$ cat src/rtl/cvfd_pkg.sv
// ----------------------------------------------------------------------------
// cvfd_pkg
// Shared constants and types of the curvilinear finite-difference gradient.
// ----------------------------------------------------------------------------
package cvfd_pkg;

  // Register port geometry: two 32-bit registers at byte addresses 0 and 4
  localparam int unsigned ApbDataBits = 32;
  localparam int unsigned ApbAddrBits = 3;
  localparam int unsigned RegIdxBits  = 1;

  // Register indexes
  localparam logic [RegIdxBits-1:0] RegLastRow = 1'b0;
  localparam logic [RegIdxBits-1:0] RegLastCol = 1'b1;

  // Stage enables handed to each product lane
  typedef struct packed {
    logic mul_en;
    logic rnd_en;
  } lane_ctrl_t;

endpackage

$ cat src/rtl/cvfd_lane.sv
// ----------------------------------------------------------------------------
// cvfd_lane
// One coefficient-by-difference product: a multiply stage, then a stage
// that rounds to nearest (ties up) and drops the fraction bits.
// ----------------------------------------------------------------------------
module cvfd_lane #(
  parameter int unsigned VALUE_BITS = 32,
  parameter int unsigned FRAC_BITS  = 16
) (
  input  logic                                      clk_i,
  input  cvfd_pkg::lane_ctrl_t                      ctrl_i,
  input  logic signed [VALUE_BITS-1:0]              coef_i,
  input  logic signed [VALUE_BITS:0]                diff_i,
  output logic signed [2*VALUE_BITS-FRAC_BITS:0]    rnd_o
);

  localparam int unsigned ProdBits = 2 * VALUE_BITS + 1;
  localparam int unsigned RndBits  = ProdBits - FRAC_BITS;
  localparam logic signed [ProdBits-1:0] Half = ProdBits'(1) <<< (FRAC_BITS - 1);

  logic signed [ProdBits-1:0] coef_ext, diff_ext;
  logic signed [ProdBits-1:0] prod_d, prod_q;
  logic signed [ProdBits-1:0] biased;
  logic signed [ProdBits-1:0] shifted;
  logic signed [RndBits-1:0]  rnd_d, rnd_q;

  assign coef_ext = {{(ProdBits-VALUE_BITS){coef_i[VALUE_BITS-1]}}, coef_i};
  assign diff_ext = {{(ProdBits-VALUE_BITS-1){diff_i[VALUE_BITS]}}, diff_i};
  assign prod_d   = coef_ext * diff_ext;

  // Round half up, then drop the fraction
  assign biased   = prod_q + Half;
  assign shifted  = biased >>> FRAC_BITS;
  assign rnd_d    = shifted[RndBits-1:0];

  always_ff @(posedge clk_i) begin
    if (ctrl_i.mul_en) begin
      prod_q <= prod_d;
    end
    if (ctrl_i.rnd_en) begin
      rnd_q <= rnd_d;
    end
  end

  assign rnd_o = rnd_q;

endmodule

$ cat config.mk
export PLATFORM = sky130hd
export DESIGN_NAME = cvfd_lane
export DESIGN_NICKNAME = d
export VERILOG_FILES = /design/src/rtl/cvfd_pkg.sv /design/src/rtl/cvfd_lane.sv
export SDC_FILE = /design/constraint.sdc
export NUM_CORES = 2
export LEC_CHECK = 0
export ABC_AREA = 1
export BUFFER_PORTS_ARGS = -buffer_cell sky130_fd_sc_hd__buf_2
export CORE_AREA = 8 8 391 393
export CTS_BUF_LIST = sky130_fd_sc_hd__clkbuf_16
export CTS_CLUSTER_SIZE = 20
export DETAILED_ROUTE_END_ITERATION = 8
export DIE_AREA = 0 0 399 401
export GPL_TIMING_DRIVEN = 0
export SLEW_MARGIN = 20
export SYNTH_ARGS = -nofsm -noshare
export SYNTH_HDL_FRONTEND = slang
export SYNTH_SLANG_ARGS = --single-unit
$ cat constraint.sdc
create_clock -name clk_i -period 9.05 [get_ports clk_i]
set_input_delay 0.905 -clock clk_i [delete_from_list [all_inputs] [get_ports clk_i]]
set_output_delay 0.905 -clock clk_i [all_outputs]
set_load 0.005 [all_outputs]
==> reports/metrics.yaml <==
timing:
  finalWorstPathRequiredPeriod_ns: 8.84
  setup_viol: 0
  hold_violations: 0
  period_share: 0.977
  worst_pin_slew_ns: 1.31
  setup_repair_after_global_routing_missed_its_margin: "no"
  setup_ws_ns: 0.209
  slew_viol_final: 0
  setup_total_negative_slack_ns: 0
  max_slew_margin: 0.126
  fin_worst_skew_ns: 0.00953
  max_freq_mhz: 113
finish:
  layout.area.seq_sq_um: 2970
  most_common_cell_after_layout_fill_and_taps_aside: "inv_1"
  fillerInstances: 15728
  multi_input_comb_area_sq_um: 33300
  drive_above_1_share: 0.0361
  area_growth_synth_to_finish_pct: 7.71
  fin_util: 0.320
  finalNetCount: 6866
  most_frequent_cells_in_the_layout: "inv_1 (1,715), nand2_1 (1,446), fa_1 (1,108), nor2_1 (212), ha_1 (183)"
clock_network:
  clock_tree.htree_level_count: 3
  tritoncts: "yes"
  cts-root-buf: "clkbuf_16"
  cts.clk_slew.worst_paths_ns: 0.07
  clock_latency_ns: 0.35
  clkSinkCount: 99
  clockBufferDepth: 2
  numCtsBuffers: 9
yosys:
  synth.distinct_cells: 33
  ys_seq_area_frac: 0.0682
  yosys_warnings: 0
  ys.flop_type: "edfxtp_1"
  synthesis.area_sq_um: 43600
  synth_edf_count: 99
  synth.ff_latch_count: 99
  synthesis.nets: 6762
  synthTopCellsByArea: "fa_1 (51%), inv_1 (15%), nand2_1 (12%), edfxtp_1 (6.8%), ha_1 (5.3%)"
  syn_area_per_cell_sq_um: 8.07
  fraction_of_registers_with_async_set_or_reset_after_synthesis: 0
  synth_cells: 5400
  synth_top_area_cell: "fa_1"
  synth_top_cell_area_share: 0.511
place:
  io_buffers: 87
  dpl_worst_slack_ns: -1.03
  hpwl_um: 146000
  routabilityCongestion: 1.00
grt:
  grt_overflow_total: 0
  globalRouteTotalUtil: 0.219
  grt_first_pass_wirelength_um: 255000
  grt_use_met1: 0.271
  most_used_routing_layer: "met2"
  grt_use_met3: 0.0471
  globalRouteMet2Util: 0.349
  grt_antenna_before_repair: 15
  grt_start_max_net_pins: 51
  vias_in_the_first_global_route: 38581
floorplanning:
  die_ar_sq_um: 160000
  floorplan.rows: 141
  die-width_um: 399
  ioPinCount: 117
  die_h_um: 401
  core_sq_um: 147000
  floorplan.initialDensity: 0.297
worst_hold_path:
  hold_class: "reg -> reg"
setup_path:
  crit_fanout: 10
  worst-endpoint-required_ns: 9.13
  crit_arrival_ns: 8.92
  worstSetupEndpointType: "flip-flop"
  critical_path.startpoint_type: "input port"
  timing_worst_setup_path_type: "in -> reg"
route:
  drtPass1Iterations: 8
  route.vias.total: 35772
  drt-wirelength-per-cell_um: 23.4
  drt_first_iter_violations: 3607
  postRouteAntennaNets: 0
  routed_wl_um: 174000
  route.detailed.vias_per_inst: 4.81
  detail_route.drc_violations: 0
outcome:
  result_of_the_run: "complete, no violations"
job:
  max_cap_viol_count: 0
[timing repair]
item / CTS / global route
gates cloned: 0 / 0
pin swaps: 0 / 1
setup endpoints to repair: 16 / 17
setup buffers: 0 / 6
gates resized for setup: 17 / 59
hold buffers: 0 / 0
[metrics by stage]
step,hold slack [ns],instances,cell area (sq um)
global placement,0.599,7417,46400
floorplan,0.547,5400,43600
global route,0.615,7440,46900
detailed placement,0.594,7417,46400
CTS,0.607,7433,46800
finish,0.600,7444,46900
[area by class of cell]
type	instances	share of cell area
Antenna cell	5	0.000267
Inverter	1719	0.138
Multi-Input combinational cell	3358	0.710
Tap cell	1930	0.0515
Clock buffer	9	0.00480
Buffer	224	0.0199
Sequential cell	99	0.0634
Timing Repair Buffer	93	0.0103
Clock inverter	7	0.00227
[logic make-up (layout without fill, tap and decap cells)]
logic type	Yosys count	count (layout)	synth area share
AO/OA/AOI/OAI	162	162	0.0192
XOR/XNOR	81	81	0.0163
adder cells (fa/ha/maj)	1294	1294	0.563
buffers and inverters	1943	2052	0.167
flip-flops	99	99	0.0682
other	0	5	0
AND/OR/NAND/NOR	1821	1821	0.166
[registers in the layout, summed over array words and instances (netlist names)]
| name | flops |
|---|---|
| rnd_o | 49 |
| prod_q | 50 |
[routing by layer]
metal  vias up  part of all wire
met2      2042              0.45
met4        10             0.080
met1     18011              0.37
li1      15171                 -
met3       538              0.11
met5         -           0.00096
[synthesized netlist by cell type, types with 4 or more instances]
master / instances
o21bai_1: 5
nand2_2: 5
nor2_4: 4
a21oi_1: 92
xnor2_1: 20
xor2_1: 61
nor2_1: 212
or2_2: 8
fa_1: 1111
ha_1: 183
nor4_1: 18
nor3_1: 23
inv_1: 1717
edfxtp_1: 99
nand3_2: 4
clkbuf_1: 217
nand4_1: 22
nand3_1: 65
buf_1: 7
nand2_1: 1446
o21ai_0: 59
[worst max-delay path, stage by stage]
cell and delay, ns:
clkbuf_1 0.45, clkbuf_2 0.56, nand2_1 0.21, fa_1 0.70, inv_1 0.14, fa_1 0.88
fa_1 0.62, fa_1 0.57, inv_1 0.05, fa_1 0.47, fa_1 0.50, inv_1 0.05
fa_1 0.47, fa_1 0.47, ha_1 0.46, inv_1 0.18, nor4_2 0.43, nand2_1 0.16
a21oi_1 0.31, nor2_1 0.11, nand3_1 0.10, nand2_1 0.11
[final timing paths]
kind / start / to / slack, ns / cells past startpoint
max: coef_i[18] / prod_q[63] / 0.21 / 22
min: prod_q[64] / rnd_o[48] / 0.60 / 1
max reg2reg: prod_q[15] / rnd_o[33] / 6.90 / 11
min reg2reg: prod_q[64] / rnd_o[48] / 0.60 / 1
Power is not shown: default switching activity piles up to over one toggle a cycle in this logic, so the estimate is an artifact.
