<file path="src/rtl/cvfd_diff.sv">
// ----------------------------------------------------------------------------
// cvfd_diff
// Index-space difference along one grid direction: central, one-sided at
// the edges, or zero for a single-cell direction.
// ----------------------------------------------------------------------------
module cvfd_diff #(
  parameter int unsigned INDEX_BITS = 10,
  parameter int unsigned VALUE_BITS = 32
) (
  input  logic        [INDEX_BITS-1:0] pos_i,
  input  logic        [INDEX_BITS-1:0] last_i,
  input  logic signed [VALUE_BITS-1:0] center_i,
  input  logic signed [VALUE_BITS-1:0] next_i,
  input  logic signed [VALUE_BITS-1:0] prev_i,
  output logic signed [VALUE_BITS:0]   diff_o
);

  logic signed [VALUE_BITS:0] c_ext, n_ext, p_ext, central;
  logic                       at_first, at_last;

  assign c_ext    = {center_i[VALUE_BITS-1], center_i};
  assign n_ext    = {next_i[VALUE_BITS-1], next_i};
  assign p_ext    = {prev_i[VALUE_BITS-1], prev_i};
  assign central  = n_ext - p_ext;
  assign at_first = (pos_i == '0);
  assign at_last  = (pos_i >= last_i);

  // Pick the stencil; halve the central one with floor rounding
  always_comb begin
    if (at_first && at_last) begin
      diff_o = '0;
    end else if (at_first) begin
      diff_o = n_ext - c_ext;
    end else if (at_last) begin
      diff_o = c_ext - p_ext;
    end else begin
      diff_o = central >>> 1;
    end
  end

endmodule

</file>
<file path="config.mk">
export PLATFORM = sky130hd
export DESIGN_NAME = cvfd_diff
export DESIGN_NICKNAME = d
export VERILOG_FILES = /design/src/rtl/cvfd_diff.sv
export SDC_FILE = /design/constraint.sdc
export NUM_CORES = 1
export LEC_CHECK = 0
export BUFFER_PORTS_ARGS = -buffer_cell sky130_fd_sc_hd__buf_2
export CAP_MARGIN = 20
export CORE_AREA = 2 2 147 149
export DETAILED_ROUTE_END_ITERATION = 16
export DIE_AREA = 0 0 149 151
export GPL_ROUTABILITY_DRIVEN = 0
export PLACE_DENSITY = 0.56
export SYNTH_ARGS = -nofsm -noshare
export SYNTH_HDL_FRONTEND = slang
export SYNTH_SLANG_ARGS = --single-unit
</file>
<file path="constraint.sdc">
create_clock -name vclk -period 2.5
set_input_delay 0.125 -clock vclk [all_inputs]
set_output_delay 0.125 -clock vclk [all_outputs]
set_load 0.01 [all_outputs]
</file>
==> results of run 1 <==
-- tightest hold or removal path, delay by kind of cell --
kind	cells	cell delay (ns)
buffers and inverters	2	0.25
adders and majority gates	1	0.12
AOI/OAI and AO/OA	1	0.07
-- synth_stat cells (3+ instances only) --
cell	instances	area [um^2]
ha_1	105	1310
a21oi_1	99	495
inv_1	96	360
nand2_1	66	248
o21ai_0	65	325
nor2_1	57	214
a21o_1	44	330
xnor2_1	40	350
xor2_1	27	236
nand3_1	25	125
nand2b_1	21	131
o21a_1	17	128
a31oi_1	16	100
clkbuf_1	15	56.3
nor2b_1	13	81.3
nor3_1	13	65.1
o211ai_1	13	97.6
and3_1	12	75.1
nand4_1	12	75.1
o22ai_1	12	75.1
a211oi_1	11	82.6
o21bai_1	11	82.6
clkbuf_8	7	96.3
nor4_1	7	43.8
and2_1	6	37.5
o2111ai_1	6	52.6
a22oi_1	5	37.5
o31ai_1	5	37.5
or2_2	5	31.3
a211o_1	4	35.0
mux2i_1	4	40.0
nor3b_1	4	30.0
a21o_2	3	26.3
a311o_1	3	30.0
a311oi_1	3	26.3
a41oi_1	3	26.3
buf_1	3	11.3
fa_1	3	60.1
or3_1	3	18.8
-- how the worst max path moves through the flow --
stage | from | end | slack (ns) | cells past startpoint
4_1_cts | next_i[13] | diff_o[30] | -0.37 | 11
3_3_place_gp | center_i[1] | diff_o[29] | -0.67 | 13
5_1_grt | prev_i[11] | diff_o[30] | -0.51 | 12
2_1_floorplan | prev_i[13] | diff_o[30] | -0.09 | 11
6_report | next_i[0] | diff_o[30] | -0.45 | 16
3_5_place_dp | center_i[1] | diff_o[29] | -0.73 | 13
-- power by group --
part	internal (uW)	leakage, uW	total, uW	switching (uW)
Sequential	0	0	0	0
Clock	0	0	0	0
Combinational	1460	0.00501	2980	1520
Total	1460	0.00501	2980	1520
-- stage by stage --
step                instances  worst slack (ns)  hold slack, ns  utilization  area (um^2)
floorplan                 912           -0.0863           0.467            -         6260
global placement         1529            -0.668           0.690        0.425         8860
detailed placement       1529            -0.729           0.681        0.425         8860
CTS                      1548            -0.368           0.708        0.470         9780
global route             1554            -0.506           0.730        0.485        10100
finish                   1554            -0.451           0.699        0.485        10100
-- per-layer routing --
layer	vias up	global-route usage
li1	4094	-
met1	3807	0.295
met2	316	0.416
met3	51	0.0117
met4	0	0.0462
met5	-	0
-- kinds of logic after synthesis --
logic type / share of synthesized area
AO/OA/AOI/OAI: 0.367
multiplexers: 0.00834
AND/OR/NAND/NOR: 0.214
XOR/XNOR: 0.0954
buffers and inverters: 0.0918
adder cells (fa/ha/maj): 0.223
-- area by class of cell --
cell class                 instances  share of cell area
inverter                          96              0.0384
multi-input combinational        787               0.646
tap                              275              0.0341
timing repair buffer             396               0.281
-- timing repair --
item / 4_1_cts / 5_1_grt
endpoints found under the setup margin: 25 / 24
pin swaps: 75 / 45
gates resized for setup: 160 / 59
setup buffers: 23 / 8
==> flow_metrics.py, run 1 <==
metrics = {
    "route": {
        "top_layer": "met4",
        "wl_met1_um": 11600,
        "wl_per_cell_um": 17.2,
        "viasPerCell": 5.32,
        "wl_met3_um": 1580,
        "wl_um": 26800,
        "via_count": 8268,
        "drt_first_pass_iters": 7,
        "drt_iter0_markers": 595,
        "ant_nets": 0,
        "route.detailed.drc": 0,
        "met2_length_um": 12900,
    },
    "global_route": {
        "antenna_found_initial": 0,
        "first_global_vias": 8146,
        "grt_usage": 0.227,
        "grt_pass1_wl_um": 41200,
        "grt_max_degree": 15,
        "overflow": 0,
    },
    "power": {
        "p_per_area_nw_per_um2": 295,
        "ir_worst_vdd_v": 0.000129,
        "p_leak_uw": 0.00501,
        "p_total_uw": 2980,
    },
    "final_layout": {
        "drive_gt1_frac": 0.439,
        "num-clock-buffers": 0,
        "multi_input_area_um2": 6530,
        "final_common_cell": "buf_4",
        "seqCellArea_um2": 0,
        "area_growth_pct": 64.3,
        "antenna_cells": 0,
        "fillers": 2126,
        "nNetsFinal": 1505,
        "final_cell_mix": "226 x buf_4, 133 x buf_2, 86 x ha_1, 84 x inv_1, 75 x a21oi_1",
        "flops_and_latches": 0,
    },
    "floorplanning": {
        "ios": 149,
        "die_area_um2": 22500,
        "core.rowCount": 53,
        "fp.dieW_um": 149,
        "start_util": 0.295,
        "design.core.area_um2": 20800,
        "die_h_um": 151,
    },
    "worst_setup_path": {
        "crit_slowest_cell": "fa_2",
        "critPathCaptureType": "output port",
        "cp_num_buf_inv": 6,
        "crit_required_ns": 2.38,
        "slowest_delay_ns": 0.33,
        "cp_common_cell": "a21oi_4",
        "critPathTopFamily": "compound AO/OA/AOI/OAI gates",
        "worstSetupPathType": "in2out",
        "arrival_ns": 2.83,
        "startpoint_type": "primary input",
        "critPathMaxFanout": 4,
        "cp_cell_sequence": "buf_8 > inv_4 > ha_4 > inv_2 > fa_2 > a21o_1 > a22o_4 > o31ai_4 > buf_4 > a21oi_4 > buf_12 > a21oi_4 > nor3_1 > a211oi_1 > o2111ai_2 > buf_2",
    },
    "timing": {
        "rsz0062_at_grt": "yes",
        "setup_viol": 22,
        "fmax_ghz": 0.339,
        "max_slew_margin": 0.453,
        "min_period_ns": 2.95,
        "worst_pin_slew_ns": 0.812,
        "final.period_utilization": 1.18,
        "tns_ns": -5.09,
        "slew_violations": 0,
        "final.setup.worst_slack_ns": -0.451,
        "hold_violations": 0,
    },
    "run": {
        "maxCapViolCount": 0,
    },
    "clocking": {
        "hold_buffers": 0,
    },
    "worst_hold_path": {
        "whs_endpoint": "diff_o[0]",
        "hp-start": "center_i[0]",
        "hold_path_depth": 4,
        "hp-class": "in2out",
    },
    "synth": {
        "synth_area_per_cell_um2": 6.74,
        "ys_seq_area_frac": 0,
        "syn-cell-area_um2": 6150,
        "syn-num-nets": 1136,
        "synthDistinctLibCells": 74,
        "syn-instance-count": 912,
        "ys_warn_count": 0,
    },
    "place": {
        "post-dp-hpwl_um": 21800,
        "port_buffers": 149,
    },
    "status": {
        "violations": "negative setup slack",
        "outcome": "finished with violations",
    },
}
(Power assumes the default switching activity.)
==> inputs of run 2 (changes only) <==
==> config.mk (replaced) <==
export PLATFORM = sky130hd
export DESIGN_NAME = cvfd_diff
export DESIGN_NICKNAME = d
export VERILOG_FILES = /design/src/rtl/cvfd_diff.sv
export SDC_FILE = /design/constraint.sdc
export NUM_CORES = 1
export LEC_CHECK = 0
export ABC_AREA = 1
export BUFFER_PORTS_ARGS = -buffer_cell sky130_fd_sc_hd__buf_2
export CAP_MARGIN = 20
export CORE_AREA = 2 2 163 165
export DETAILED_ROUTE_END_ITERATION = 16
export DIE_AREA = 0 0 165 167
export GPL_ROUTABILITY_DRIVEN = 0
export PLACE_DENSITY = 0.55
export SYNTH_ARGS = -nofsm -noshare
export SYNTH_HDL_FRONTEND = slang
export SYNTH_SLANG_ARGS = --single-unit
==> run 2 against run 1 <==
Against the previous run: the flow now finishes without violations; synthesized cell count grew 63%; global-route usage shrank 0.23 points; cell count grew 27%; cell area shrank 12%; sequential share of layout area is the same; power shrank 17%; first-iteration DRC count grew 35%; core utilization shrank 14 points; combinational power shrank 17%; sequential cell count is the same; via count grew 23%; synthesized area grew 23%; critical endpoint is now diff_o[21]; highest routed layer unchanged.
==> flow_metrics.py, run 2 <==
metrics = {
    "worst_setup_path": {
        "cp_common_cell": "nand2_1",
        "crit_slowest_cell": "fa_1",
        "critPathCaptureType": "output port",
        "cp_num_buf_inv": 4,
        "worstSetupPathType": "in2out",
        "startpoint": "next_i[1]",
        "critPathMaxFanout": 4,
        "startpoint_type": "primary input",
        "critPathTopFamily": "simple AND/OR/NAND/NOR gates",
        "slowest_delay_ns": 0.46,
        "path_depth": 17,
        "arrival_ns": 2.26,
        "crit_required_ns": 2.38,
        "endpoint": "diff_o[21]",
        "cp_cell_sequence": "buf_2 > inv_1 > fa_1 > inv_1 > nand2_1 > nand2_1 > nand2_1 > o21ai_2 > nand2_1 > nand2_2 > nand2_1 > nand2_1 > nand2_1 > nand3_1 > nand2_1 > a21oi_1 > buf_2",
    },
    "synth": {
        "synth_area_per_cell_um2": 5.12,
        "syn-cell-area_um2": 7590,
        "ys_seq_area_frac": 0,
        "synth_common_cells": "449 x nand2_1, 261 x inv_1, 153 x nor2_1",
        "synth_top_family_by_area": "simple AND/OR/NAND/NOR gates",
        "syn-num-nets": 1706,
        "synth_xor_area_frac": 0.0381,
        "yosys-mux-area-fraction": 0,
        "synthTopCellsByArea": "nand2_1 22%, ha_1 17%, inv_1 13%",
        "synth_top_area_share": 0.222,
        "synthDistinctLibCells": 40,
        "synth_most_common_cell": "nand2_1",
        "syn-instance-count": 1482,
        "yosys.area_share.simple": 0.453,
        "ys_warn_count": 0,
        "synth_top_area_cell": "nand2_1",
        "synth_compound_area_frac": 0.186,
        "synth_fa_ha_area_frac": 0.181,
    },
    "place": {
        "dp_slack_ns": 0.0485,
        "post-dp-hpwl_um": 28700,
        "port_buffers": 149,
        "placed_area_um2": 8830,
    },
    "timing": {
        "min_period_ns": 2.39,
        "rsz0062_at_grt": "no",
        "worst_pin_slew_ns": 0.403,
        "setup_viol": 0,
        "final.setup.worst_slack_ns": 0.113,
        "max_slew_margin": 0.731,
        "hold_violations": 0,
        "tns_ns": 0,
        "slew_violations": 0,
        "fmax_ghz": 0.419,
        "holdWs_ns": 0.715,
        "final.period_utilization": 0.955,
    },
    "route": {
        "wl_um": 32300,
        "drt_iter0_markers": 806,
        "route.detailed.drc": 0,
        "drt_first_pass_iters": 5,
        "wl_per_cell_um": 16.4,
        "via_count": 10137,
        "ant_nets": 0,
        "viasPerCell": 5.13,
    },
    "status": {
        "outcome": "complete, no violations",
    },
    "floorplanning": {
        "die_h_um": 167,
        "core.rowCount": 59,
        "fp.dieW_um": 165,
        "start_util": 0.294,
        "design.core.area_um2": 25800,
        "die_area_um2": 27600,
        "ios": 149,
    },
    "final_layout": {
        "final_cell_mix": "446 x nand2_1, 261 x inv_1, 153 x nor2_1, 149 x buf_2, 134 x nand3_1",
        "seqCellArea_um2": 0,
        "final_common_cell": "nand2_1",
        "num-clock-buffers": 0,
        "fin_area_um2": 8900,
        "nNetsFinal": 1864,
        "drive_gt1_frac": 0.135,
        "flops_and_latches": 0,
        "area_growth_pct": 17.4,
    },
    "global_route": {
        "first_global_vias": 9353,
        "antenna_found_initial": 2,
        "grt_pass1_wl_um": 48300,
        "grt_usage": 0.225,
        "grt_max_degree": 25,
        "overflow": 0,
    },
    "worst_hold_path": {
        "hp-class": "in2out",
    },
    "power": {
        "p_per_area_nw_per_um2": 276,
        "ir_worst_vdd_v": 0.0000850,
        "p_total_uw": 2460,
        "p_leak_uw": 0.00514,
    },
    "run": {
        "maxCapViolCount": 0,
    },
}
-- run 2: cell count changes after synthesis, moves of 21 or more --
cell,before,now
xnor2_1,40,12
nor2_1,57,153
nand2b_1,21,0
a21o_1,44,11
nand3_1,25,134
nand2_1,66,449
a21oi_1,99,131
inv_1,96,261
-- run 2: layout make-up --
class / instances / area (um^2)
antenna: 2 / 5.00
multi-input combinational: 1205 / 6570
tap: 335 / 419
inverter: 265 / 995
timing repair buffer: 168 / 913
fill: 3005 / 16900
-- run 2: how the worst min path moves through the flow --
stage	depth (start not counted)	end	startpoint	slack (ns)
after floorplan	2	diff_o[0]	center_i[0]	0.49
after global placement	4	diff_o[0]	center_i[0]	0.67
after detailed placement	4	diff_o[0]	center_i[0]	0.69
after CTS	4	diff_o[0]	center_i[0]	0.69
after global routing	4	diff_o[0]	center_i[0]	0.75
final	4	diff_o[0]	center_i[0]	0.71
-- run 2: where the power goes --
group	switching, uW	leakage [uW]	internal (uW)
logic	1590	0.00514	876
registers	0	0	0
clock network	0	0.0000000127	0.000107
total	1590	0.00514	876
-- run 2: routing by layer --
layer,track usage,part of all wire
met1,0.312,0.44
met2,0.374,0.45
met3,0.0127,0.075
met4,0.0628,0.034
met5,0,0
-- run 2: timing repair --
| action | 4_1_cts | 5_1_grt |
|---|---|---|
| setup buffers | 0 | 1 |
| hold buffers | 0 | 0 |
| resized for setup | 0 | 14 |
| endpoints found under the setup margin | 0 | 15 |
-- run 2: logic make-up after synthesis --
| kind of cell | after synthesis |
|---|---|
| AOI/OAI and AO/OA | 250 |
| xor gates and xnor gates | 33 |
| adders and majority gates | 108 |
| buffers and inverters | 277 |
| and+or+nand+nor | 814 |
-- run 2: per-stage QoR --
stage          std cells  utilization
6_report            1975        0.346
2_1_floorplan       1482            -
4_1_cts             1972        0.343
3_3_place_gp        1972        0.343
3_5_place_dp        1972        0.343
5_1_grt             1975        0.346
==> inputs of run 3 (changes only) <==
--- a/config.mk
+++ b/config.mk
@@ -12,7 +12,6 @@
 export DETAILED_ROUTE_END_ITERATION = 16
 export DIE_AREA = 0 0 165 167
 export GPL_ROUTABILITY_DRIVEN = 0
-export PLACE_DENSITY = 0.55
 export SYNTH_ARGS = -nofsm -noshare
 export SYNTH_HDL_FRONTEND = slang
 export SYNTH_SLANG_ARGS = --single-unit
==> run 3 against run 2 <==
Against the previous run: routed wire length decreased by 1.5%; global-route usage decreased by 0.28 points; critical endpoint is now diff_o[25]; power decreased by 0.92%; critical path depth decreased by 5; non-clock buffer count decreased by 5; first-iteration DRC count increased by 4.5%; cell count decreased by 0.35%; via count about the same; sequential cell count unchanged; hold slack got worse by 0.0062 ns; cell area decreased by 0.49%.
==> flow_metrics.py, run 3 (synthesized netlist as in run 2, its figures left out) <==
metrics = {
    "status": {
        "outcome": "complete, no violations",
    },
    "floorplanning": {
        "fp.dieW_um": 165,
        "design.core.area_um2": 25800,
        "die_area_um2": 27600,
        "ios": 149,
        "core.rowCount": 59,
        "start_util": 0.294,
        "die_h_um": 167,
    },
    "timing": {
        "worst_pin_slew_ns": 0.540,
        "tns_ns": 0,
        "final.setup.worst_slack_ns": 0.0807,
        "max_slew_margin": 0.638,
        "slew_violations": 0,
        "fmax_ghz": 0.413,
        "setup_viol": 0,
        "holdWs_ns": 0.708,
        "hold_violations": 0,
        "min_period_ns": 2.42,
        "final.period_utilization": 0.968,
    },
    "run": {
        "maxCapViolCount": 0,
    },
    "clocking": {
        "ctsResizeCount": 0,
        "hold_buffers": 0,
        "cts_setup_buffers": 0,
    },
    "worst_setup_path": {
        "crit_required_ns": 2.38,
        "slowest_delay_ns": 0.36,
        "arrival_ns": 2.29,
        "critPathMaxFanout": 5,
        "critPathCaptureType": "output port",
        "startpoint_type": "primary input",
        "cp_cell_sequence": "buf_2 > inv_1 > ha_1 > a21oi_1 > o21ai_0 > a21oi_1 > o21a_1 > nand3_1 > nand2_1 > nor2_1 > a21oi_1 > buf_2",
        "cp_common_cell": "a21oi_1",
        "crit_slowest_cell": "ha_1",
        "worstSetupPathType": "in2out",
    },
    "route": {
        "via_count": 10127,
        "wl_um": 31800,
        "drt_first_pass_iters": 7,
        "ant_nets": 0,
        "route.detailed.drc": 0,
        "wl_per_cell_um": 16.2,
        "viasPerCell": 5.15,
        "drt_iter0_markers": 842,
    },
    "worst_hold_path": {
        "hold_path_depth": 4,
        "hp-class": "in2out",
    },
    "final_layout": {
        "final_common_cell": "nand2_1",
        "antenna_cells": 0,
        "final_cell_mix": "444 x nand2_1, 261 x inv_1, 152 x nor2_1, 149 x buf_2, 133 x nand3_1",
        "nNetsFinal": 1859,
        "num-clock-buffers": 0,
        "flops_and_latches": 0,
        "utilization": 0.344,
        "drive_gt1_frac": 0.133,
        "area_growth_pct": 16.8,
        "seqCellArea_um2": 0,
    },
    "power": {
        "p_switching_uw": 1580,
        "p_per_area_nw_per_um2": 275,
        "p_comb_frac": 1.000,
        "ir_worst_vdd_v": 0.0000919,
        "p_leak_uw": 0.00512,
        "clkPwrFrac": 0,
        "p_seq_frac": 0,
        "intPower_uw": 863,
        "swShare": 0.646,
    },
    "global_route": {
        "grt_usage": 0.222,
        "overflow": 0,
        "antenna_found_initial": 0,
        "grt_pass1_wl_um": 48200,
        "first_global_vias": 9455,
        "grt_max_degree": 39,
    },
    "place": {
        "post-dp-hpwl_um": 28100,
        "port_buffers": 149,
        "dp_slack_ns": 0.0522,
    },
}
==> run 3: per-layer routing <==
layer,part of all wire,vias to the layer above,track usage
met5,0,-,0
met1,0.43,4577,0.296
met3,0.066,75,0.00996
met4,0.035,0,0.0643
met2,0.47,382,0.385
li1,-,5093,-
==> run 3: power groups by stage <==
stage / combinational (uW) / sequential (uW) / clock (uW)
after floorplan: 1570 / 0 / 0
after global placement: 2350 / 0 / 0
after detailed placement: 2370 / 0 / 0
after CTS: 2380 / 0 / 0
after global routing: 2690 / 0 / 0
final: 2440 / 0 / 0
==> run 3: final cells by class <==
class / instances / area [um^2]
Fill cell: 2913 / 16900
Multi-Input combinational cell: 1205 / 6570
Inverter: 265 / 995
Timing Repair Buffer: 163 / 876
Tap cell: 335 / 419
==> run 3: worst max-delay path, delay by kind of cell <==
kind / cells / cell delay, ns
AOI/OAI and AO/OA: 5 / 1.21
buffers and inverters: 3 / 0.40
adders and majority gates: 1 / 0.36
and+or+nand+nor: 3 / 0.19
==> run 3: worst paths after layout <==
check / startpoint / end
min: center_i[0] / diff_o[0]
max: center_i[12] / diff_o[25]
==> run 3: metrics by stage <==
stage | cells | total power [uW] | instance area (um^2)
final | 1968 | 2440 | 8860
after global routing | 1968 | 2690 | 8860
after CTS | 1968 | 2380 | 8800
after detailed placement | 1968 | 2370 | 8800
after global placement | 1968 | 2350 | 8800
after floorplan | 1482 | 1570 | 7590
