`src/rtl/cvfd_pkg.sv`:
```
// ----------------------------------------------------------------------------
// cvfd_pkg
// Shared constants and types of the curvilinear finite-difference gradient.
// ----------------------------------------------------------------------------
package cvfd_pkg;

  // Register port geometry: two 32-bit registers at byte addresses 0 and 4
  localparam int unsigned ApbDataBits = 32;
  localparam int unsigned ApbAddrBits = 3;
  localparam int unsigned RegIdxBits  = 1;

  // Register indexes
  localparam logic [RegIdxBits-1:0] RegLastRow = 1'b0;
  localparam logic [RegIdxBits-1:0] RegLastCol = 1'b1;

  // Stage enables handed to each product lane
  typedef struct packed {
    logic mul_en;
    logic rnd_en;
  } lane_ctrl_t;

endpackage

```
`src/rtl/cvfd_apb_regs.sv`:
```
// ----------------------------------------------------------------------------
// cvfd_apb_regs
// Register port holding the last row and last column indexes of the grid.
// ----------------------------------------------------------------------------
module cvfd_apb_regs #(
  parameter int unsigned INDEX_BITS = 10
) (
  input  logic                                clk_i,
  input  logic                                rst_ni,
  input  logic                                psel,
  input  logic                                penable,
  input  logic                                pwrite,
  input  logic [cvfd_pkg::ApbAddrBits-1:0]    paddr,
  input  logic [cvfd_pkg::ApbDataBits-1:0]    pwdata,
  output logic [cvfd_pkg::ApbDataBits-1:0]    prdata,
  output logic                                pready,
  output logic [INDEX_BITS-1:0]               last_row_o,
  output logic [INDEX_BITS-1:0]               last_col_o
);

  localparam int unsigned PadBits = cvfd_pkg::ApbDataBits - INDEX_BITS;

  logic [INDEX_BITS-1:0]             last_row_q, last_row_d;
  logic [INDEX_BITS-1:0]             last_col_q, last_col_d;
  logic [cvfd_pkg::RegIdxBits-1:0]   reg_idx;
  logic                              wr_en;

  assign pready  = 1'b1;
  assign reg_idx = paddr[cvfd_pkg::ApbAddrBits-1:2];
  assign wr_en   = psel & penable & pwrite;

  // Decode the write
  always_comb begin
    last_row_d = last_row_q;
    last_col_d = last_col_q;
    if (wr_en) begin
      unique case (reg_idx)
        cvfd_pkg::RegLastRow: last_row_d = pwdata[INDEX_BITS-1:0];
        cvfd_pkg::RegLastCol: last_col_d = pwdata[INDEX_BITS-1:0];
        default: ;
      endcase
    end
  end

  // Hold the registers
  always_ff @(posedge clk_i or negedge rst_ni) begin
    if (!rst_ni) begin
      last_row_q <= INDEX_BITS'(1);
      last_col_q <= INDEX_BITS'(1);
    end else begin
      last_row_q <= last_row_d;
      last_col_q <= last_col_d;
    end
  end

  // Return the addressed register
  always_comb begin
    unique case (reg_idx)
      cvfd_pkg::RegLastRow: prdata = {{PadBits{1'b0}}, last_row_q};
      cvfd_pkg::RegLastCol: prdata = {{PadBits{1'b0}}, last_col_q};
      default:              prdata = '0;
    endcase
  end

  assign last_row_o = last_row_q;
  assign last_col_o = last_col_q;

endmodule

```
`config.mk`:
```
export PLATFORM = sky130hd
export DESIGN_NAME = cvfd_apb_regs
export DESIGN_NICKNAME = d
export VERILOG_FILES = /design/src/rtl/cvfd_pkg.sv /design/src/rtl/cvfd_apb_regs.sv
export SDC_FILE = /design/constraint.sdc
export NUM_CORES = 1
export LEC_CHECK = 0
export BUFFER_PORTS_ARGS = -buffer_cell sky130_fd_sc_hd__buf_4
export CAP_MARGIN = 20
export CORE_MARGIN = 3
export CORE_UTILIZATION = 41
export DETAILED_ROUTE_END_ITERATION = 16
export PLACE_DENSITY_LB_ADDON = 0.1
export SYNTH_ARGS = -nofsm -noshare
export SYNTH_HDL_FRONTEND = slang
export SYNTH_SLANG_ARGS = --single-unit
```
`constraint.sdc`:
```
create_clock -name clk_i -period 1.9 [get_ports clk_i]
set_clock_uncertainty 0.1 [all_clocks]
set_input_delay 0.285 -clock clk_i [delete_from_list [all_inputs] [get_ports clk_i]]
set_output_delay 0.285 -clock clk_i [all_outputs]
set_load 0.01 [all_outputs]
```
==> impl_metrics.xml, run 1 <==
<?xml version="1.0" encoding="UTF-8"?>
<metrics>
  <group name="drt">
    <metric name="firstDrtPassIters" unit="">2</metric>
    <metric name="vias_per_cell" unit="">4.40</metric>
    <metric name="drt-wirelength-per-cell" unit="um">13.4</metric>
    <metric name="vias" unit="">686</metric>
    <metric name="route.detailed.drc" unit="">0</metric>
    <metric name="detailedRoute.firstIterationViolations" unit="">6</metric>
    <metric name="ant_nets" unit="">0</metric>
    <metric name="postRouteWirelength" unit="um">2090</metric>
  </group>
  <group name="timing">
    <metric name="grt_setup_unrepaired" unit="">no</metric>
    <metric name="timing_max_transition_violations_final" unit="">0</metric>
    <metric name="finalSetupViolations" unit="">0</metric>
    <metric name="final-hold-violation-count" unit="">0</metric>
    <metric name="final_min_period_over_clock_period" unit="%">80.2</metric>
    <metric name="max_clock_freq" unit="MHz">656</metric>
    <metric name="period_needed" unit="ns">1.52</metric>
    <metric name="fin_setup_tns" unit="ns">0</metric>
    <metric name="finalHoldWorstSlack" unit="ns">0.119</metric>
    <metric name="setup_slack" unit="ns">0.376</metric>
  </group>
  <group name="global_routing">
    <metric name="grt_first_pass_wirelength" unit="um">3350</metric>
    <metric name="gr-usage-all-layers" unit="%">13.0</metric>
    <metric name="first_global_vias" unit="">714</metric>
    <metric name="antenna_found_initial" unit="">0</metric>
    <metric name="grt-ovfl-total" unit="">0</metric>
    <metric name="grt_start_max_net_pins" unit="">21</metric>
  </group>
  <group name="synthesis">
    <metric name="ys_top_cells_by_count" unit="">sky130_fd_sc_hd__buf_4 (23), sky130_fd_sc_hd__mux2_2 (20), sky130_fd_sc_hd__dfrtp_1 (18)</metric>
    <metric name="yosys_register_bits" unit="">20</metric>
    <metric name="dominantRegCellSynth" unit="">sky130_fd_sc_hd__dfrtp_1</metric>
    <metric name="synthesis.yosys.warnings" unit="">0</metric>
    <metric name="ys_seq_area_share" unit="%">45.9</metric>
    <metric name="netlist.area_leader.share" unit="%">41.1</metric>
    <metric name="post_synth_main_area_contributors" unit="">sky130_fd_sc_hd__dfrtp_1 (41%), sky130_fd_sc_hd__mux2_2 (21%), sky130_fd_sc_hd__buf_4 (16%), sky130_fd_sc_hd__mux2_4 (14%), sky130_fd_sc_hd__dfstp_2 (4.8%)</metric>
    <metric name="synth_cell_type_count" unit="">10</metric>
    <metric name="synth.avg_cell_area" unit="um^2">13.9</metric>
    <metric name="yosysMostFrequentCell" unit="">sky130_fd_sc_hd__buf_4</metric>
    <metric name="synth_top_cell_by_area" unit="">sky130_fd_sc_hd__dfrtp_1</metric>
    <metric name="syn_inst" unit="">79</metric>
    <metric name="number_of_synthesized_flops_with_an_enable_pin" unit="">0</metric>
    <metric name="postSynth.asyncResetShare" unit="%">100</metric>
    <metric name="mappedNetlistArea" unit="um^2">1100</metric>
  </group>
  <group name="floorplan">
    <metric name="die_area" unit="um^2">3330</metric>
    <metric name="dieWidth" unit="um">57.7</metric>
    <metric name="io_pins" unit="">93</metric>
    <metric name="core_area" unit="um^2">2500</metric>
    <metric name="core.rowCount" unit="">18</metric>
    <metric name="fp.dieH" unit="um">57.7</metric>
    <metric name="initial_util" unit="%">43.8</metric>
  </group>
  <group name="final_layout">
    <metric name="fillCellCount" unit="">227</metric>
    <metric name="area_delta_synth_final" unit="%">30.6</metric>
    <metric name="num_antenna_cells" unit="">0</metric>
    <metric name="fin_nets" unit="">167</metric>
    <metric name="layout-drive-gt1-share" unit="%">65.9</metric>
  </group>
  <group name="pwr">
    <metric name="power.density_cell_area" unit="nW/um^2">1040</metric>
    <metric name="irDropWorstVdd" unit="mV">0.509</metric>
    <metric name="p_leak" unit="nW">0.754</metric>
  </group>
  <group name="worst_setup_path">
    <metric name="r2r-end" unit="">last_row_o[8]</metric>
    <metric name="category_of_the_critical_setup_timing_path" unit="">flop to output port</metric>
    <metric name="crit_required" unit="ns">1.51</metric>
    <metric name="setup.reg_to_reg.worst_slack" unit="ns">1.02</metric>
    <metric name="critical_path.endpoint_type" unit="">output port</metric>
    <metric name="cpPeakStageDelay" unit="ns">0.42</metric>
    <metric name="reg2reg_from" unit="">last_row_o[8]</metric>
    <metric name="crit_cells" unit="">2</metric>
    <metric name="worstPathArrival" unit="ns">1.14</metric>
    <metric name="worstRegToRegCells" unit="">1</metric>
    <metric name="cpMaxStageDelayCell" unit="">sky130_fd_sc_hd__dfrtp_1</metric>
    <metric name="cpLargestDelayFamily" unit="">flip-flops</metric>
    <metric name="crit_buf_inv" unit="">1</metric>
    <metric name="worstSetupStartpointType" unit="">flop</metric>
    <metric name="worst-path-max-fanout" unit="">3</metric>
    <metric name="timing.critical_path.cells" unit="">mux2_2, buf_4</metric>
  </group>
  <group name="clock_network">
    <metric name="cts_h_tree_depth" unit="">1</metric>
    <metric name="ctsRootBufferMaster" unit="">sky130_fd_sc_hd__clkbuf_4</metric>
    <metric name="clock_tree.buffer_depth" unit="">2</metric>
    <metric name="insertion_delay" unit="ns">0.29</metric>
    <metric name="clkSlewWorstSetupHoldPaths" unit="ns">0.11</metric>
    <metric name="tritoncts" unit="">built</metric>
    <metric name="cts_num_sinks" unit="">20</metric>
    <metric name="cts_made_buffers" unit="">3</metric>
  </group>
  <group name="placed_design">
    <metric name="pre_cts_slack" unit="ns">0.416</metric>
    <metric name="dpl.hpwl" unit="um">1560</metric>
    <metric name="number_of_input_and_output_port_buffers_inserted" unit="">45</metric>
    <metric name="gp_routability_congestion" unit="">0.649</metric>
  </group>
  <group name="job">
    <metric name="drv_cap" unit="">0</metric>
  </group>
  <group name="hold_path">
    <metric name="min_delay_path_depth" unit="">2</metric>
    <metric name="worstHoldPathType" unit="">primary input to flop</metric>
    <metric name="holdCritStartpoint" unit="">pwdata[7]</metric>
    <metric name="timing.hold.worst_endpoint" unit="">last_row_o[7]</metric>
  </group>
  <group name="outcome">
    <metric name="outcome" unit="">finished clean</metric>
  </group>
</metrics>
-- layout by cell type, fill, tap and decap left out --
cell type / instances
sky130_fd_sc_hd__dfstp_2: 2
sky130_fd_sc_hd__mux2_2: 20
sky130_fd_sc_hd__dfrtp_1: 18
sky130_fd_sc_hd__bufinv_16: 1
sky130_fd_sc_hd__nand4_2: 1
sky130_fd_sc_hd__dlygate4sd3_1: 1
sky130_fd_sc_hd__nand4b_1: 1
sky130_fd_sc_hd__mux2_4: 10
sky130_fd_sc_hd__conb_1: 23
sky130_fd_sc_hd__clkbuf_4: 3
sky130_fd_sc_hd__buf_4: 46
-- per-layer routing --
metal  routed length [um]  global-route usage, %
met2                 1060                   21.6
met3                  190                   2.90
met1                  844                   16.9
met4                    0                   3.97
met5                    0                      0
-- worst max path at each step --
stage	startpoint	end	slack, ns
2_1_floorplan	paddr[2]	prdata[0]	0.67
3_3_place_gp	paddr[2]	last_col_o[9]	0.43
3_5_place_dp	paddr[2]	last_col_o[9]	0.42
4_1_cts	last_row_o[8]	prdata[8]	0.35
5_1_grt	last_row_o[8]	prdata[8]	0.31
6_report	last_row_o[8]	prdata[8]	0.38
-- stage by stage --
stage                     std cells  cell area, um^2  total power [W]  util, %
final                           156             1430          0.00148     57.3
after global routing            156             1430          0.00157     57.3
after CTS                       156             1430          0.00151     57.3
after detailed placement        151             1370          0.00115     54.8
after global placement          151             1370          0.00114     54.8
after floorplan                 100             1170         0.000898        -
-- registers in the layout, summed over array words and instances (netlist names) --
register,count
last_col_o,10
last_row_o,10
-- what timing repair did --
| item | 4_1_cts | 5_1_grt |
|---|---|---|
| setup buffers | 0 | 0 |
| resized for setup | 0 | 0 |
| endpoints found under the setup margin | 0 | 0 |
| hold buffers | 1 | 0 |
| hold endpoints to repair | 20 | 0 |
-- cell families after synthesis --
logic type | Yosys count | share of synthesized area, %
buffers and inverters | 25 | 17.2
flip-flops | 20 | 45.9
multiplexers | 30 | 34.2
other | 2 | 0.685
AND/OR/NAND/NOR | 2 | 1.94
-- final cells by class --
type / instances / area [um^2] / area share, %
well taps: 30 / 37.5 / 2.62
flip-flops and latches: 20 / 503 / 35.1
clock inverters: 1 / 30.0 / 2.10
multi-input cells: 55 / 483 / 33.7
repair buffers: 47 / 355 / 24.8
clock buffers: 3 / 22.5 / 1.57
-- power breakdown --
group	internal, W	switching, W	leakage (nW)
sequential	0.000526	0.0000702	0.237
combinational	0.000332	0.000210	0.489
clock	0.000213	0.000129	0.0279
total	0.00107	0.000410	0.754
Power figures use the tool's default switching activity.
==> run 2: changes to the inputs <==
--- a/config.mk
+++ b/config.mk
@@ -8,7 +8,7 @@
 export BUFFER_PORTS_ARGS = -buffer_cell sky130_fd_sc_hd__buf_4
 export CAP_MARGIN = 20
 export CORE_MARGIN = 3
-export CORE_UTILIZATION = 41
+export CORE_UTILIZATION = 38
 export DETAILED_ROUTE_END_ITERATION = 16
 export PLACE_DENSITY_LB_ADDON = 0.1
 export SYNTH_ARGS = -nofsm -noshare
==> constraint.sdc (replaced) <==
create_clock -name clk_i -period 1.5 [get_ports clk_i]
set_clock_uncertainty 0.1 [all_clocks]
set_input_delay 0.225 -clock clk_i [delete_from_list [all_inputs] [get_ports clk_i]]
set_output_delay 0.225 -clock clk_i [all_outputs]
set_load 0.01 [all_outputs]
==> impl_metrics.xml, run 2 (same netlist as run 1, synthesis figures left out) <==
<?xml version="1.0" encoding="UTF-8"?>
<metrics>
  <group name="clock_network">
    <metric name="cts_made_buffers" unit="">3</metric>
    <metric name="cts_h_tree_depth" unit="">1</metric>
    <metric name="insertion_delay" unit="ns">0.29</metric>
    <metric name="clkSlewWorstSetupHoldPaths" unit="ns">0.11</metric>
    <metric name="tritoncts" unit="">built</metric>
    <metric name="clock_tree.buffer_depth" unit="">2</metric>
    <metric name="ctsRootBufferMaster" unit="">sky130_fd_sc_hd__clkbuf_4</metric>
    <metric name="cts_num_sinks" unit="">20</metric>
  </group>
  <group name="placed_design">
    <metric name="placed_area" unit="um^2">1370</metric>
    <metric name="gp_routability_congestion" unit="">0.588</metric>
    <metric name="number_of_input_and_output_port_buffers_inserted" unit="">45</metric>
    <metric name="dpl.hpwl" unit="um">1620</metric>
  </group>
  <group name="worst_setup_path">
    <metric name="worstSetupStartpointType" unit="">flop</metric>
    <metric name="critical_path_origin" unit="">last_col_o[1]</metric>
    <metric name="worstRegToRegCells" unit="">2</metric>
    <metric name="cp-endpoint" unit="">prdata[1]</metric>
    <metric name="worst-path-max-fanout" unit="">3</metric>
    <metric name="reg2reg_from" unit="">last_col_o[2]</metric>
    <metric name="r2r-end" unit="">last_col_o[2]</metric>
    <metric name="crit_buf_inv" unit="">1</metric>
    <metric name="cpMaxStageDelayCell" unit="">sky130_fd_sc_hd__dfrtp_1</metric>
    <metric name="crit_cells" unit="">2</metric>
    <metric name="crit_required" unit="ns">1.17</metric>
    <metric name="cpPeakStageDelay" unit="ns">0.41</metric>
    <metric name="worstPathArrival" unit="ns">1.12</metric>
    <metric name="cpLargestDelayFamily" unit="">flip-flops</metric>
    <metric name="critical_path.endpoint_type" unit="">output port</metric>
    <metric name="category_of_the_critical_setup_timing_path" unit="">flop to output port</metric>
    <metric name="setup.reg_to_reg.worst_slack" unit="ns">0.48</metric>
    <metric name="timing.critical_path.cells" unit="">mux2_2, buf_4</metric>
  </group>
  <group name="timing">
    <metric name="max_clock_freq" unit="MHz">691</metric>
    <metric name="final-hold-violation-count" unit="">0</metric>
    <metric name="finalSetupViolations" unit="">0</metric>
    <metric name="final_min_period_over_clock_period" unit="%">96.5</metric>
    <metric name="grt_setup_unrepaired" unit="">no</metric>
    <metric name="fin_setup_tns" unit="ns">0</metric>
    <metric name="period_needed" unit="ns">1.45</metric>
    <metric name="timing_max_transition_violations_final" unit="">0</metric>
  </group>
  <group name="final_layout">
    <metric name="num_antenna_cells" unit="">0</metric>
    <metric name="final_area" unit="um^2">1450</metric>
    <metric name="fin_nets" unit="">172</metric>
    <metric name="layout-drive-gt1-share" unit="%">66.4</metric>
    <metric name="area_delta_synth_final" unit="%">32.0</metric>
    <metric name="final_cell_mix" unit="">sky130_fd_sc_hd__buf_4 (51), sky130_fd_sc_hd__conb_1 (23), sky130_fd_sc_hd__mux2_2 (19)</metric>
    <metric name="mostFrequentLayoutCell" unit="">sky130_fd_sc_hd__buf_4</metric>
  </group>
  <group name="floorplan">
    <metric name="die_area" unit="um^2">3560</metric>
    <metric name="dieWidth" unit="um">59.7</metric>
    <metric name="core_area" unit="um^2">2610</metric>
    <metric name="initial_util" unit="%">42.0</metric>
    <metric name="io_pins" unit="">93</metric>
    <metric name="fp.dieH" unit="um">59.7</metric>
    <metric name="core.rowCount" unit="">18</metric>
  </group>
  <group name="global_routing">
    <metric name="first_global_vias" unit="">661</metric>
    <metric name="gr-usage-met3" unit="%">4.97</metric>
    <metric name="grt-busiest-layer" unit="">met2</metric>
    <metric name="antenna_found_initial" unit="">0</metric>
    <metric name="gr-usage-all-layers" unit="%">12.5</metric>
    <metric name="met2_usage_grt" unit="%">22.5</metric>
    <metric name="grt_start_max_net_pins" unit="">21</metric>
    <metric name="grt_first_pass_wirelength" unit="um">3290</metric>
    <metric name="grt-ovfl-total" unit="">0</metric>
    <metric name="grt_met1_usage" unit="%">14.4</metric>
  </group>
  <group name="drt">
    <metric name="vias_per_cell" unit="">4.40</metric>
    <metric name="firstDrtPassIters" unit="">4</metric>
    <metric name="vias" unit="">709</metric>
    <metric name="postRouteWirelength" unit="um">2220</metric>
    <metric name="ant_nets" unit="">0</metric>
    <metric name="drt-wirelength-per-cell" unit="um">13.8</metric>
    <metric name="route.detailed.drc" unit="">0</metric>
    <metric name="detailedRoute.firstIterationViolations" unit="">3</metric>
  </group>
  <group name="outcome">
    <metric name="outcome" unit="">finished clean</metric>
  </group>
  <group name="pwr">
    <metric name="p_leak" unit="nW">0.770</metric>
    <metric name="irDropWorstVdd" unit="mV">0.996</metric>
    <metric name="power.density_cell_area" unit="nW/um^2">1220</metric>
  </group>
  <group name="hold_path">
    <metric name="worstHoldPathType" unit="">primary input to flop</metric>
  </group>
  <group name="job">
    <metric name="drv_cap" unit="">0</metric>
  </group>
</metrics>
==> run 2: layer usage <==
layer | wire length, um | vias to the layer above
li1 | - | 328
met1 | 847 | 340
met2 | 1130 | 41
met3 | 244 | 0
met4 | 0 | 0
met5 | 0 | -
==> run 2: worst min path at each step <==
stage               startpoint  cells after the start             to
floorplan               rst_ni                      0  last_col_o[1]
global route         pwdata[1]                      2  last_row_o[1]
finish               pwdata[7]                      2  last_row_o[7]
CTS                  pwdata[5]                      2  last_row_o[5]
detailed placement      rst_ni                      1  last_row_o[9]
global placement        rst_ni                      1  last_row_o[9]
==> run 2: repair_timing <==
item / in CTS / in global routing
resized for setup: 0 / 1
hold buffers: 1 / 0
endpoints found under the setup margin: 0 / 4
buffers inserted: 0 / 5
endpoints found under the hold margin: 20 / 0
==> run 2: area by class of cell <==
cell class	count	area (um^2)
Multi-Input combinational cell	55	487
Timing Repair Buffer	52	393
Clock buffer	4	26.3
Tap cell	30	37.5
Fill cell	231	1170
Sequential cell	20	503
==> run 2: power breakdown <==
part | switching (W) | leakage [nW] | total [W] | internal (W)
sequential | 0.0000921 | 0.237 | 0.000759 | 0.000667
combinational | 0.000279 | 0.518 | 0.000738 | 0.000459
clock | 0.000158 | 0.0150 | 0.000261 | 0.000103
==> run 2: stage by stage <==
stage	utilization [%]	hold slack, ns	total power, W	setup WS (ns)	std cells
3_3_place_gp	52.4	0.0205	0.00145	0.0915	151
3_5_place_dp	52.4	0.0170	0.00147	0.0895	151
4_1_cts	53.8	0.0504	0.00173	0.0254	156
2_1_floorplan	-	-0.171	0.00114	0.388	100
5_1_grt	55.4	0.0429	0.00187	0.00117	161
6_report	55.4	0.0622	0.00176	0.0526	161
==> run 3: changes to the inputs <==
--- a/config.mk
+++ b/config.mk
@@ -11,6 +11,7 @@
 export CORE_UTILIZATION = 38
 export DETAILED_ROUTE_END_ITERATION = 16
 export PLACE_DENSITY_LB_ADDON = 0.1
+export RECOVER_POWER = 100
 export SYNTH_ARGS = -nofsm -noshare
 export SYNTH_HDL_FRONTEND = slang
 export SYNTH_SLANG_ARGS = --single-unit
==> impl_metrics.xml, run 3 (same netlist as run 1, synthesis figures left out) <==
<?xml version="1.0" encoding="UTF-8"?>
<metrics>
  <group name="timing">
    <metric name="final-hold-violation-count" unit="">0</metric>
    <metric name="period_needed" unit="ns">1.45</metric>
    <metric name="final_min_period_over_clock_period" unit="%">96.3</metric>
    <metric name="finalHoldWorstSlack" unit="ns">0.0402</metric>
    <metric name="fin_setup_tns" unit="ns">0</metric>
    <metric name="timing_max_transition_violations_final" unit="">0</metric>
    <metric name="finalSetupViolations" unit="">0</metric>
    <metric name="max_clock_freq" unit="MHz">692</metric>
    <metric name="grt_setup_unrepaired" unit="">no</metric>
  </group>
  <group name="floorplan">
    <metric name="fp.dieH" unit="um">59.7</metric>
    <metric name="io_pins" unit="">93</metric>
    <metric name="core.rowCount" unit="">18</metric>
    <metric name="core_area" unit="um^2">2610</metric>
    <metric name="die_area" unit="um^2">3560</metric>
    <metric name="initial_util" unit="%">42.0</metric>
    <metric name="dieWidth" unit="um">59.7</metric>
  </group>
  <group name="outcome">
    <metric name="outcome" unit="">finished clean</metric>
  </group>
  <group name="hold_path">
    <metric name="worstHoldPathType" unit="">primary input to flop</metric>
    <metric name="holdCritStartpoint" unit="">pwdata[4]</metric>
  </group>
  <group name="final_layout">
    <metric name="mostFrequentLayoutCell" unit="">sky130_fd_sc_hd__buf_4</metric>
    <metric name="layout-drive-gt1-share" unit="%">48.1</metric>
    <metric name="fin_nets" unit="">172</metric>
    <metric name="final_area" unit="um^2">1350</metric>
    <metric name="final_cell_mix" unit="">sky130_fd_sc_hd__buf_4 (29), sky130_fd_sc_hd__conb_1 (23), sky130_fd_sc_hd__mux2_2 (19)</metric>
    <metric name="fillCellCount" unit="">252</metric>
    <metric name="num_antenna_cells" unit="">0</metric>
    <metric name="area_delta_synth_final" unit="%">23.1</metric>
  </group>
  <group name="global_routing">
    <metric name="grt-ovfl-total" unit="">0</metric>
    <metric name="first_global_vias" unit="">661</metric>
    <metric name="grt_start_max_net_pins" unit="">21</metric>
    <metric name="grt_first_pass_wirelength" unit="um">3290</metric>
    <metric name="gr-usage-all-layers" unit="%">12.5</metric>
    <metric name="antenna_found_initial" unit="">0</metric>
  </group>
  <group name="placed_design">
    <metric name="number_of_input_and_output_port_buffers_inserted" unit="">45</metric>
    <metric name="placed_area" unit="um^2">1370</metric>
    <metric name="gp_routability_congestion" unit="">0.588</metric>
    <metric name="dpl.hpwl" unit="um">1620</metric>
  </group>
  <group name="drt">
    <metric name="detailedRoute.firstIterationViolations" unit="">3</metric>
    <metric name="ant_nets" unit="">0</metric>
    <metric name="firstDrtPassIters" unit="">2</metric>
    <metric name="vias" unit="">706</metric>
    <metric name="vias_per_cell" unit="">4.39</metric>
    <metric name="route.detailed.drc" unit="">0</metric>
    <metric name="drt-wirelength-per-cell" unit="um">13.7</metric>
    <metric name="postRouteWirelength" unit="um">2200</metric>
  </group>
  <group name="clock_network">
    <metric name="insertion_delay" unit="ns">0.29</metric>
    <metric name="cts_made_buffers" unit="">3</metric>
    <metric name="clock_tree.buffer_depth" unit="">2</metric>
    <metric name="ctsRootBufferMaster" unit="">sky130_fd_sc_hd__clkbuf_4</metric>
    <metric name="clkSlewWorstSetupHoldPaths" unit="ns">0.11</metric>
    <metric name="tritoncts" unit="">built</metric>
    <metric name="cts_h_tree_depth" unit="">1</metric>
    <metric name="cts_num_sinks" unit="">20</metric>
  </group>
  <group name="pwr">
    <metric name="p_leak" unit="nW">0.668</metric>
    <metric name="irDropWorstVdd" unit="mV">0.973</metric>
    <metric name="power.density_cell_area" unit="nW/um^2">1210</metric>
  </group>
  <group name="worst_setup_path">
    <metric name="cpLargestDelayFamily" unit="">flip-flops</metric>
    <metric name="worstSetupStartpointType" unit="">flop</metric>
    <metric name="reg2reg_from" unit="">last_row_o[1]</metric>
    <metric name="critical_path_origin" unit="">last_col_o[1]</metric>
    <metric name="worst-path-max-fanout" unit="">3</metric>
    <metric name="category_of_the_critical_setup_timing_path" unit="">flop to output port</metric>
    <metric name="critical_path.endpoint_type" unit="">output port</metric>
    <metric name="crit_buf_inv" unit="">1</metric>
    <metric name="timing.critical_path.cells" unit="">mux2_2, buf_4</metric>
    <metric name="cpMaxStageDelayCell" unit="">sky130_fd_sc_hd__dfrtp_1</metric>
    <metric name="worstPathArrival" unit="ns">1.12</metric>
    <metric name="crit_required" unit="ns">1.17</metric>
    <metric name="cpPeakStageDelay" unit="ns">0.41</metric>
  </group>
  <group name="job">
    <metric name="drv_cap" unit="">0</metric>
  </group>
</metrics>
==> run 3: final timing paths <==
kind / to / slack [ns] / depth (start not counted)
worst min register to register: last_row_o[4] / 0.43 / 1
max in group asynchronous: last_col_o[0] / 0.63 / 2
worst max register to register: last_row_o[1] / 0.47 / 2
worst min-delay path: last_row_o[4] / 0.04 / 2
min in group asynchronous: last_col_o[3] / 0.31 / 2
worst max-delay path: prdata[1] / 0.05 / 2
==> run 3: area by class of cell <==
cell class | instances | area [um^2] | share of cell area, %
Sequential cell | 20 | 503 | 37.3
Tap cell | 30 | 37.5 | 2.78
Timing Repair Buffer | 52 | 325 | 24.1
Clock buffer | 4 | 26.3 | 1.95
Multi-Input combinational cell | 55 | 457 | 33.9
==> run 3: routing by layer <==
layer	track usage, %	up-vias	part of all wire (%)
met2	22.5	41	50
met5	0	-	0
met3	4.97	0	10
met4	0.949	0	0
met1	14.4	332	39
li1	-	333	-
==> run 3: power breakdown <==
| part | switching, W | internal (W) |
|---|---|---|
| combinational | 0.000276 | 0.000343 |
| sequential | 0.0000870 | 0.000667 |
| clock | 0.000158 | 0.000103 |
| total | 0.000521 | 0.00111 |
==> run 3: worst register-to-register path: stages (launching register included) <==
cell                      delay, ns
sky130_fd_sc_hd__dfrtp_1       0.41
sky130_fd_sc_hd__buf_4         0.13
sky130_fd_sc_hd__mux2_1        0.28
==> run 3: through the flow <==
stage / instances / total power, W / worst slack (ns) / util [%]
after global placement: 151 / 0.00145 / 0.0915 / 52.4
after floorplan: 100 / 0.00114 / 0.388 / -
after CTS: 156 / 0.00173 / 0.0254 / 53.8
after detailed placement: 151 / 0.00147 / 0.0895 / 52.4
after global routing: 161 / 0.00174 / 0.00366 / 51.6
final: 161 / 0.00163 / 0.0549 / 51.6
==> run 3: what timing repair did <==
item | CTS | global route
gates resized for setup | 0 | 1
endpoints found under the setup margin | 0 | 4
setup buffers | 0 | 5
endpoints found under the hold margin | 20 | 0
hold buffers | 1 | 0
